## src/sv/rgbhsl_pkg.sv

```systemverilog
// Package for the RGB to HSL converter: payload structs, widths and constants.
// Used by rgbhsl_div and rgb_to_hsl_converter_top; depends on nothing.
package rgbhsl_pkg;

	localparam int CHANNEL_BITS = 8;
	localparam int FULL_SCALE   = (1 << CHANNEL_BITS) - 1;

	// Divider widths: numerator, denominator, quotient bits
	localparam int NUM_W = 25;
	localparam int DEN_W = 11;
	localparam int QUO_W = 16;

	// Scale factors (doubled for round half up) and limits
	localparam int SCALE2    = 20000;
	localparam int HUE_STEP2 = 12000;
	localparam int HUE_FULL  = 36000;
	localparam int WHITE_SUM = 485;
	localparam int BLACK_SUM = 25;

	// Lightness by reciprocal: floor((1000*S + 25) / 51) == (S*MUL + ADD) >> SHIFT
	localparam logic [31:0] LIGHT_MUL   = 32'd2631721000;
	localparam logic [31:0] LIGHT_ADD   = 32'd65793025;
	localparam int          LIGHT_SHIFT = 27;

	typedef struct packed {
		logic [7:0] red;
		logic [7:0] green;
		logic [7:0] blue;
	} pixel_t;

	typedef struct packed {
		logic [15:0] hue;
		logic [13:0] saturation;
		logic [13:0] adjusted_saturation;
		logic [13:0] lightness;
	} result_t;

endpackage

```

## src/sv/rgbhsl_div.sv

```systemverilog
// Pipelined restoring divider, one quotient bit per stage, QUO_W stages.
// Depends on rgbhsl_pkg for its widths; the quotient must fit in QUO_W bits.
module rgbhsl_div (
	input  logic                          clk,
	input  logic                          en,
	input  logic [rgbhsl_pkg::NUM_W-1:0]  num,
	input  logic [rgbhsl_pkg::DEN_W-1:0]  den,
	output logic [rgbhsl_pkg::QUO_W-1:0]  quo
);

	localparam int QW = rgbhsl_pkg::QUO_W;
	localparam int DW = rgbhsl_pkg::DEN_W;
	localparam int NW = rgbhsl_pkg::NUM_W;

	logic [DW-1:0] rem_s [0:QW];
	logic [DW-1:0] den_s [0:QW];
	logic [QW-1:0] low_s [0:QW];
	logic [QW-1:0] quo_s [0:QW];

	// Entry: upper numerator bits seed the remainder
	assign rem_s[0] = DW'(num[NW-1:QW]);
	assign den_s[0] = den;
	assign low_s[0] = num[QW-1:0];
	assign quo_s[0] = '0;

	for (genvar k = 0; k < QW; k++) begin : g_stage
		logic [DW:0]   trial;
		logic          ge;
		logic [DW-1:0] rem_nx;

		// One subtract and compare per stage
		always_comb begin
			trial  = {rem_s[k], low_s[k][QW-1]};
			ge     = (trial >= {1'b0, den_s[k]});
			rem_nx = ge ? DW'(trial - {1'b0, den_s[k]}) : DW'(trial);
		end

		always_ff @(posedge clk) begin
			if (en) begin
				rem_s[k+1] <= rem_nx;
				den_s[k+1] <= den_s[k];
				low_s[k+1] <= {low_s[k][QW-2:0], 1'b0};
				quo_s[k+1] <= {quo_s[k][QW-2:0], ge};
			end
		end
	end

	assign quo = quo_s[QW];

endmodule

```

## src/sv/rgb_to_hsl_converter_top.sv

```systemverilog
// RGB to HSL converter: top level with input, setup and output stages.
// Depends on rgbhsl_pkg and rgbhsl_div.
//
// Takes one 8-bit RGB pixel per clock and returns hue (0.01 deg), saturation,
// adjusted saturation and lightness (0.01 %), each rounded half up. A word
// is taken every cycle while the output register is empty or being drained;
// the pipe has three setup stages, 16 divider stages (one quotient bit each)
// and the output register. Lightness is a reciprocal multiply in the third
// setup stage and waits alongside the dividers. The whole pipe holds while
// the output word waits. The user must write chroma epsilon through the cfg
// port only when idle; the block itself does not enforce it.
module rgb_to_hsl_converter_top (
	input  logic                clk,
	input  logic                arst_n,
	input  logic                pixel_valid,
	output logic                pixel_ready,
	input  rgbhsl_pkg::pixel_t  pixel,
	output logic                result_valid,
	input  logic                result_ready,
	output rgbhsl_pkg::result_t result,
	input  logic                cfg_valid,
	output logic                cfg_ready,
	input  logic [7:0]          cfg_data
);

	localparam int QW = rgbhsl_pkg::QUO_W;
	localparam int DW = rgbhsl_pkg::DEN_W;
	localparam int NW = rgbhsl_pkg::NUM_W;

	logic en;
	logic [7:0] eps_q;

	// Config register
	assign cfg_ready = 1'b1;
	always_ff @(posedge clk or negedge arst_n) begin
		if (!arst_n) begin
			eps_q <= '0;
		end else if (cfg_valid) begin
			eps_q <= cfg_data;
		end
	end

	// Whole pipe advances unless the output word is stuck
	assign en          = !result_valid || result_ready;
	assign pixel_ready = en;

	// Stage 1: capture pixel
	logic vld_s1;
	logic [7:0] r_s1, g_s1, b_s1;
	always_ff @(posedge clk or negedge arst_n) begin
		if (!arst_n) begin
			vld_s1 <= 1'b0;
		end else if (en) begin
			vld_s1 <= pixel_valid;
		end
	end
	always_ff @(posedge clk) begin
		if (en) begin
			r_s1 <= pixel.red;
			g_s1 <= pixel.green;
			b_s1 <= pixel.blue;
		end
	end

	// Stage 2: max, min, sum, chroma, hue difference
	logic [7:0] mx_c, mn_c, d_c;
	logic [8:0] sum_c;
	logic signed [11:0] t_c;
	always_comb begin
		mx_c = r_s1;
		if (g_s1 > mx_c) mx_c = g_s1;
		if (b_s1 > mx_c) mx_c = b_s1;
		mn_c = r_s1;
		if (g_s1 < mn_c) mn_c = g_s1;
		if (b_s1 < mn_c) mn_c = b_s1;
		sum_c = {1'b0, mx_c} + {1'b0, mn_c};
		d_c   = mx_c - mn_c;
		priority if (r_s1 == mx_c) begin
			t_c = $signed({4'b0, g_s1}) - $signed({4'b0, b_s1});
		end else if (g_s1 == mx_c) begin
			t_c = $signed({3'b0, d_c, 1'b0}) + $signed({4'b0, b_s1})
				- $signed({4'b0, r_s1});
		end else begin
			t_c = $signed({2'b0, d_c, 2'b0}) + $signed({4'b0, r_s1})
				- $signed({4'b0, g_s1});
		end
		if (t_c < 0) t_c = t_c + $signed(12'(6 * d_c));
	end

	logic vld_s2;
	logic [7:0] mx_s2, d_s2;
	logic [8:0] sum_s2;
	logic [10:0] t_s2;
	always_ff @(posedge clk or negedge arst_n) begin
		if (!arst_n) begin
			vld_s2 <= 1'b0;
		end else if (en) begin
			vld_s2 <= vld_s1;
		end
	end
	always_ff @(posedge clk) begin
		if (en) begin
			mx_s2  <= mx_c;
			d_s2   <= d_c;
			sum_s2 <= sum_c;
			t_s2   <= t_c[10:0];
		end
	end

	// Stage 3: numerators and denominators for round-half-up ratios, gray flag and lightness
	logic [8:0] sden_c, aden_c;
	logic near_c;
	logic [40:0] lprod_c;
	always_comb begin
		sden_c = (sum_s2 <= 9'(rgbhsl_pkg::FULL_SCALE)) ? sum_s2
			: 9'(2 * rgbhsl_pkg::FULL_SCALE) - sum_s2;
		near_c = (d_s2 < eps_q);
		aden_c = sden_c;
		if (near_c && sum_s2 >= 9'(rgbhsl_pkg::WHITE_SUM)) begin
			aden_c = {1'b0, mx_s2};
		end else if (near_c && sum_s2 <= 9'(rgbhsl_pkg::BLACK_SUM)) begin
			aden_c = 9'(rgbhsl_pkg::FULL_SCALE);
		end
		// lightness = 10000*S/510 rounded, via constant reciprocal
		lprod_c = 41'(sum_s2) * 41'(rgbhsl_pkg::LIGHT_MUL)
			+ 41'(rgbhsl_pkg::LIGHT_ADD);
	end

	logic vld_s3, gray_s3;
	logic [13:0] light_s3;
	logic [NW-1:0] hnum_s3, snum_s3, anum_s3;
	logic [DW-1:0] hden_s3, sden_s3, aden_s3;
	always_ff @(posedge clk or negedge arst_n) begin
		if (!arst_n) begin
			vld_s3 <= 1'b0;
		end else if (en) begin
			vld_s3 <= vld_s2;
		end
	end
	always_ff @(posedge clk) begin
		if (en) begin
			gray_s3  <= (d_s2 == '0);
			light_s3 <= lprod_c[rgbhsl_pkg::LIGHT_SHIFT +: 14];
			hnum_s3  <= NW'(t_s2 * 14'(rgbhsl_pkg::HUE_STEP2)) + NW'(d_s2);
			hden_s3  <= DW'({d_s2, 1'b0});
			snum_s3  <= NW'(d_s2 * 15'(rgbhsl_pkg::SCALE2)) + NW'(sden_c);
			sden_s3  <= DW'({sden_c, 1'b0});
			anum_s3  <= NW'(d_s2 * 15'(rgbhsl_pkg::SCALE2)) + NW'(aden_c);
			aden_s3  <= DW'({aden_c, 1'b0});
		end
	end

	// Dividers
	logic [QW-1:0] hq, sq, aq;
	rgbhsl_div u_hdiv (.clk, .en, .num(hnum_s3), .den(hden_s3), .quo(hq));
	rgbhsl_div u_sdiv (.clk, .en, .num(snum_s3), .den(sden_s3), .quo(sq));
	rgbhsl_div u_adiv (.clk, .en, .num(anum_s3), .den(aden_s3), .quo(aq));

	// Valid, gray and lightness ride alongside the dividers
	logic [QW-1:0] vld_line_s, gray_line_s;
	logic [13:0]   light_line_s [QW];
	always_ff @(posedge clk or negedge arst_n) begin
		if (!arst_n) begin
			vld_line_s <= '0;
		end else if (en) begin
			vld_line_s <= {vld_line_s[QW-2:0], vld_s3};
		end
	end
	always_ff @(posedge clk) begin
		if (en) begin
			gray_line_s     <= {gray_line_s[QW-2:0], gray_s3};
			light_line_s[0] <= light_s3;
			for (int k = 1; k < QW; k++) begin
				light_line_s[k] <= light_line_s[k-1];
			end
		end
	end

	// Output register: gray forcing and hue wrap
	logic gray_c;
	assign gray_c = gray_line_s[QW-1];
	always_ff @(posedge clk or negedge arst_n) begin
		if (!arst_n) begin
			result_valid <= 1'b0;
		end else if (en) begin
			result_valid <= vld_line_s[QW-1];
		end
	end
	always_ff @(posedge clk) begin
		if (en) begin
			result.hue <= (gray_c || hq >= QW'(rgbhsl_pkg::HUE_FULL)) ? '0 : hq;
			result.saturation          <= gray_c ? '0 : sq[13:0];
			result.adjusted_saturation <= gray_c ? '0 : aq[13:0];
			result.lightness           <= light_line_s[QW-1];
		end
	end

`ifndef SYNTHESIS
	a_range: assert property (@(posedge clk) disable iff (!arst_n)
		result_valid |-> (result.hue < 16'd36000 && result.saturation <= 14'd10000
			&& result.lightness <= 14'd10000))
		else $error("result out of range");
	a_gray: assert property (@(posedge clk) disable iff (!arst_n)
		(result_valid && result.saturation == '0) |->
			(result.hue == '0 && result.adjusted_saturation == '0))
		else $error("gray word with nonzero hue or saturation");
	a_flow: assert property (@(posedge clk) disable iff (!arst_n)
		pixel_ready == (!result_valid || result_ready))
		else $error("input ready does not follow output stall");
`endif

endmodule

```

## config.mk

```make
export PLATFORM = sky130hd
export DESIGN_NAME = rgb_to_hsl_converter_top
export DESIGN_NICKNAME = d
export VERILOG_FILES = /design/src/sv/rgbhsl_pkg.sv /design/src/sv/rgbhsl_div.sv /design/src/sv/rgb_to_hsl_converter_top.sv
export SDC_FILE = /design/constraint.sdc
export NUM_CORES = 2
export LEC_CHECK = 0
export ABC_CLOCK_PERIOD_IN_PS = 198100
export BUFFER_PORTS_ARGS = -buffer_cell sky130_fd_sc_hd__buf_2
export CORE_MARGIN = 2
export CORE_UTILIZATION = 35
export DETAILED_ROUTE_END_ITERATION = 7
export PLACE_DENSITY_LB_ADDON = 0.25
export SYNTH_ARGS = -nofsm -noshare
export SYNTH_HDL_FRONTEND = slang
export SYNTH_HIERARCHICAL = 1
export SYNTH_SLANG_ARGS = --single-unit
```

## constraint.sdc

```tcl
create_clock -name clk -period 198.1 [get_ports clk]
set_clock_uncertainty 0.05 [all_clocks]
set_input_delay 29.715 -clock clk [delete_from_list [all_inputs] [get_ports clk]]
set_output_delay 29.715 -clock clk [all_outputs]
set_load 0.005 [all_outputs]
```

Yosys cells after proc, flatten, opt, wreduce, memory -nomap -nowiden --
Memory sizes are Yosys's and may differ from the RTL's. A register that Yosys moved wholly into a read port is not among the register bits. Cells that the tools add are included.
Cells by class: add/sub/neg operators 58, multipliers 4, order comparisons 58, equality and inequality tests 2, mux-type cells 57, reduce and logical (&&, ||, !) cells 6
Operators by type and width (number):
- $mux 11 | 43
- $ge 12x10->1 | 30
- $sub 11x10->11 | 28
- $ge 12x9->1 | 15
- $sub 11x9->11 | 14
- $add 23x9->24 | 2
- $add 41x26->41 const B | 1
- $mul 9x29->38 const B | 1
- $mux 8 | 4
- $mux 10 | 3
- $mux 9 | 3
- $add 25x8->25 | 1
- $lt 8x8->1 | 3
- $mux 12 | 2
- $sub 10x10->11 | 2
- $ge 10x10->1 | 2
- $mul 11x9->20 const B | 1
- $mul 8x10->18 const B | 1
- $eq 8x8->1 | 2
- $ge 16x16->1 const B | 1
- $gt 8x8->1 | 2
- $lt 12x1->1 const B | 1
- $sub 11x8->12 | 1
- $add 10x8->11 | 1
- other kinds (18) | 21
Storage, ports and cells: flip-flop bits (word level) 1855, memory bits (writable) 224, output and inout port bits 61, word-level logic and storage cells 393, memories kept 1
Memory list:
- light_line_s | depth 16, bits a word 14, read ports 16, clocked after Yosys merged registers in 1, wr ports 16, RTL line rgb_to_hsl_converter_top.sv:161 | logic [13:0] light_line_s [QW];

Logic depth before layout (Yosys ltp) --
word-level depth 11, depth in mapped cells 47, gate-level depth less buffers 41

Hierarchy --
Netlist, hierarchy kept.
By module, submodules not included:
- rgbhsl_div (u_hdiv ...) | times used 2, cells each 2166, area each 28220.8 um^2, sequential area each 17596.9 um^2
- rgb_to_hsl_converter_top | times used 1, cells each 2223, area each 28414.8 um^2, sequential area each 14363.8 um^2
- rgbhsl_div (u_adiv) | times used 1, cells each 2090, area each 28212.1 um^2, sequential area each 17596.9 um^2

Least setup slack after synthesis --
No wires, ideal clock.
kind input port to output port, from in result_ready, to out pixel_ready, arrival time 89.617 ns, required time 168.335 ns, setup slack 78.718 ns, cell stages on the path 2, cell sequence nand2b_1 > clkbuf_1
Between the ends: cells in the longest elaborated chain, start to end 1
RTL lines:
- start: declaration | RTL line rgb_to_hsl_converter_top.sv:19 | input logic result_ready,
- $logic_or 1x1->1 | RTL line rgb_to_hsl_converter_top.sv:44 | assign en = !result_valid || result_ready;
- end: declaration | RTL line rgb_to_hsl_converter_top.sv:16 | output logic pixel_ready,
No other way between the ends.

Worst setup path after layout --
Ends and elaborated chain as after synthesis.

==> results summary <==
The flow ran to the end, and the final reports show no timing, DRC or antenna violations. The area growth from synthesis to layout is 12.1%. The detailed-route vias per instance came out at 4.83.

The count of final hold-check violations is 0. For this configuration, the core starts out at a cell density of 35.2%. TritonCTS created 244 clock buffers. The CTS tree is built.

The detailed placer's ending HPWL came out at 146000 um. After the first detailed-routing iteration, the DRC count stood at 3922. The min-delay analysis places its worst path in the category flop to flop. The clock period minus final worst setup slack is 60110 ps.

The synthesized netlist cell count is 8576. The achievable clock frequency came out at 16.6 MHz. The floorplan die area came out at 322000 um2.

The count of final max-slew check failures is 0. Routability-driven placement finished with a final weighted congestion of 0.868. Clock tree synthesis selected as its root buffer the cell sky130_fd_sc_hd__clkbuf_16. The number of optimization iterations in the first detailed-route pass is 6. Leaving out fill and tap cells, the most frequent cells in the layout are 2151 x sky130_fd_sc_hd__edfxtp_1, 1035 x sky130_fd_sc_hd__inv_1, 813 x sky130_fd_sc_hd__ha_1. The initial antenna violation count came to 6.

The normalized max-slew margin came out at 12.6%. The netlist area before placement is 111000 um2. The net count of the finished layout is 9865. The post-detailed-placement cell area came out at 116000 um2. Setup repair after global routing left no endpoint under its margin. The total area inside the core boundary comes to 315000 um2. Cells with a size suffix above 1 make up 9.07% of the layout. After clock tree synthesis, the clock-pin slew on the worst setup and hold paths is 60 ps.

The H-tree depth came out at 4. The setup-violating endpoint count in the final report is 0. The number of buffers added on ports came out at 96. STA classifies the critical path startpoint as a primary input.

The buffer count from post-CTS setup fixing is 0. The floorplan has 206 rows. The worst hold slack across all endpoints came out at 315 ps. The critical path class is primary input to primary output. The required time of the worst setup path is 168340 ps.

The total vias in the final route is 63865. The maximum buffer depth of the clock tree is 4. The number of hold buffers added after cts is 0. The final antenna-violating net count came out at 0. The leftover overflow at the end of global routing came out at 0. The first global-routing pass estimated 332000 um of wire. The count of yosys warnings during synthesis is 6. Dividing the detail-routed wire length by the instance count gives 15.3 um. The number of global-route vias before repair is 65731. The worst setup path is captured at a primary output. The max-capacitance violation count is 0. The sum of negative setup slack came out at 0 ps. The arrival time of data at the critical path endpoint came out at 30350 ps. The count of pins on the block boundary is 98. The area of all placed cells without fillers came out at 125000 um2. From bottom edge to top edge, the die measures 568 um. The die is 568 um wide. The average instance area after synthesis came out at 13.0 um2. The pin slew with the least headroom to its limit is 1300 ps. Post-CTS repair changed the size of 0 cells. Wires add up to 202000 um. The most common cell after layout, fill and taps aside is sky130_fd_sc_hd__edfxtp_1.

For this run, design rule violations remaining after detail routing come to 0. The biggest fanout along the worst timing path came out at 3. The insertion delay to the later sink of the worst-skew pair came out at 920 ps. The number of clock sinks is 2179. The part of the cycle the worst path needs came out at 30.3%. Across every metal layer, demand over resource in global routing totals 12.3%.

The pin count of the biggest net entering global routing is 209.
==> worst paths after layout <==
path	start	cells after the start	slack [ps]	end
worst max-delay path	result_ready	3	137990	pixel_ready
worst min-delay path	gray_line_s[10]$_DFFE_PP_	0	320	gray_line_s[11]$_DFFE_PP_
worst max register to register	r_s1[1]$_DFFE_PP_	37	188140	t_s2[10]$_DFFE_PP_
worst min register to register	gray_line_s[10]$_DFFE_PP_	0	320	gray_line_s[11]$_DFFE_PP_
max in group asynchronous	arst_n	1	168780	vld_line_s[15]$_DFFE_PN0P_
min in group asynchronous	arst_n	1	28790	eps_q[4]$_DFFE_PN0P_
==> through the flow <==
stage	util, %	setup slack (ps)	instances
2_1_floorplan	-	80380	8598
3_3_place_gp	36.9	137960	12757
3_5_place_dp	36.9	137960	12757
4_1_cts	39.5	137960	13209
5_1_grt	39.5	137970	13210
6_report	39.5	137990	13210
==> routing by layer <==
layer  vias to the layer above  global-route usage [%]  share of wire, %
li1                      31885                       -                 -
met1                     30567                    15.2                44
met3                       395                    1.73               3.3
met5                         -                       0                 0
met4                         0                    4.35               3.1
met2                      1018                    21.9                49
==> registers in the layout, summed over array words and instances (netlist names), 19 cells and up <==
signal and count:
u_hdiv/g_stage.trial 180, u_adiv/den_s 165, light_line_s 224, u_sdiv/g_stage.trial 180, u_hdiv/low_s 105, u_adiv/g_stage.trial 180, u_sdiv/low_s 105, anum_s3 19
u_sdiv/quo_s 91, snum_s3 19, hnum_s3 25, u_hdiv/den_s 165, result 58, u_hdiv/quo_s 120, u_adiv/quo_s 91, u_adiv/low_s 105
u_sdiv/den_s 165
==> final cells by class <==
type | count | area (um2)
Antenna cell | 1 | 2.50
Clock buffer | 294 | 6340
Clock inverter | 158 | 1840
Fill cell | 29252 | 191000
Inverter | 1035 | 3880
Multi-Input combinational cell | 5230 | 41100
Sequential cell | 2179 | 65300
Tap cell | 4160 | 5200
Timing Repair Buffer | 153 | 946
==> worst max-delay path, stage by stage <==
cell and delay, ps:
sky130_fd_sc_hd__buf_2 90, sky130_fd_sc_hd__nand2b_4 260, sky130_fd_sc_hd__buf_2 240
Power is not shown: default switching activity piles up to over one toggle a cycle in this logic, so the estimate is an artifact.
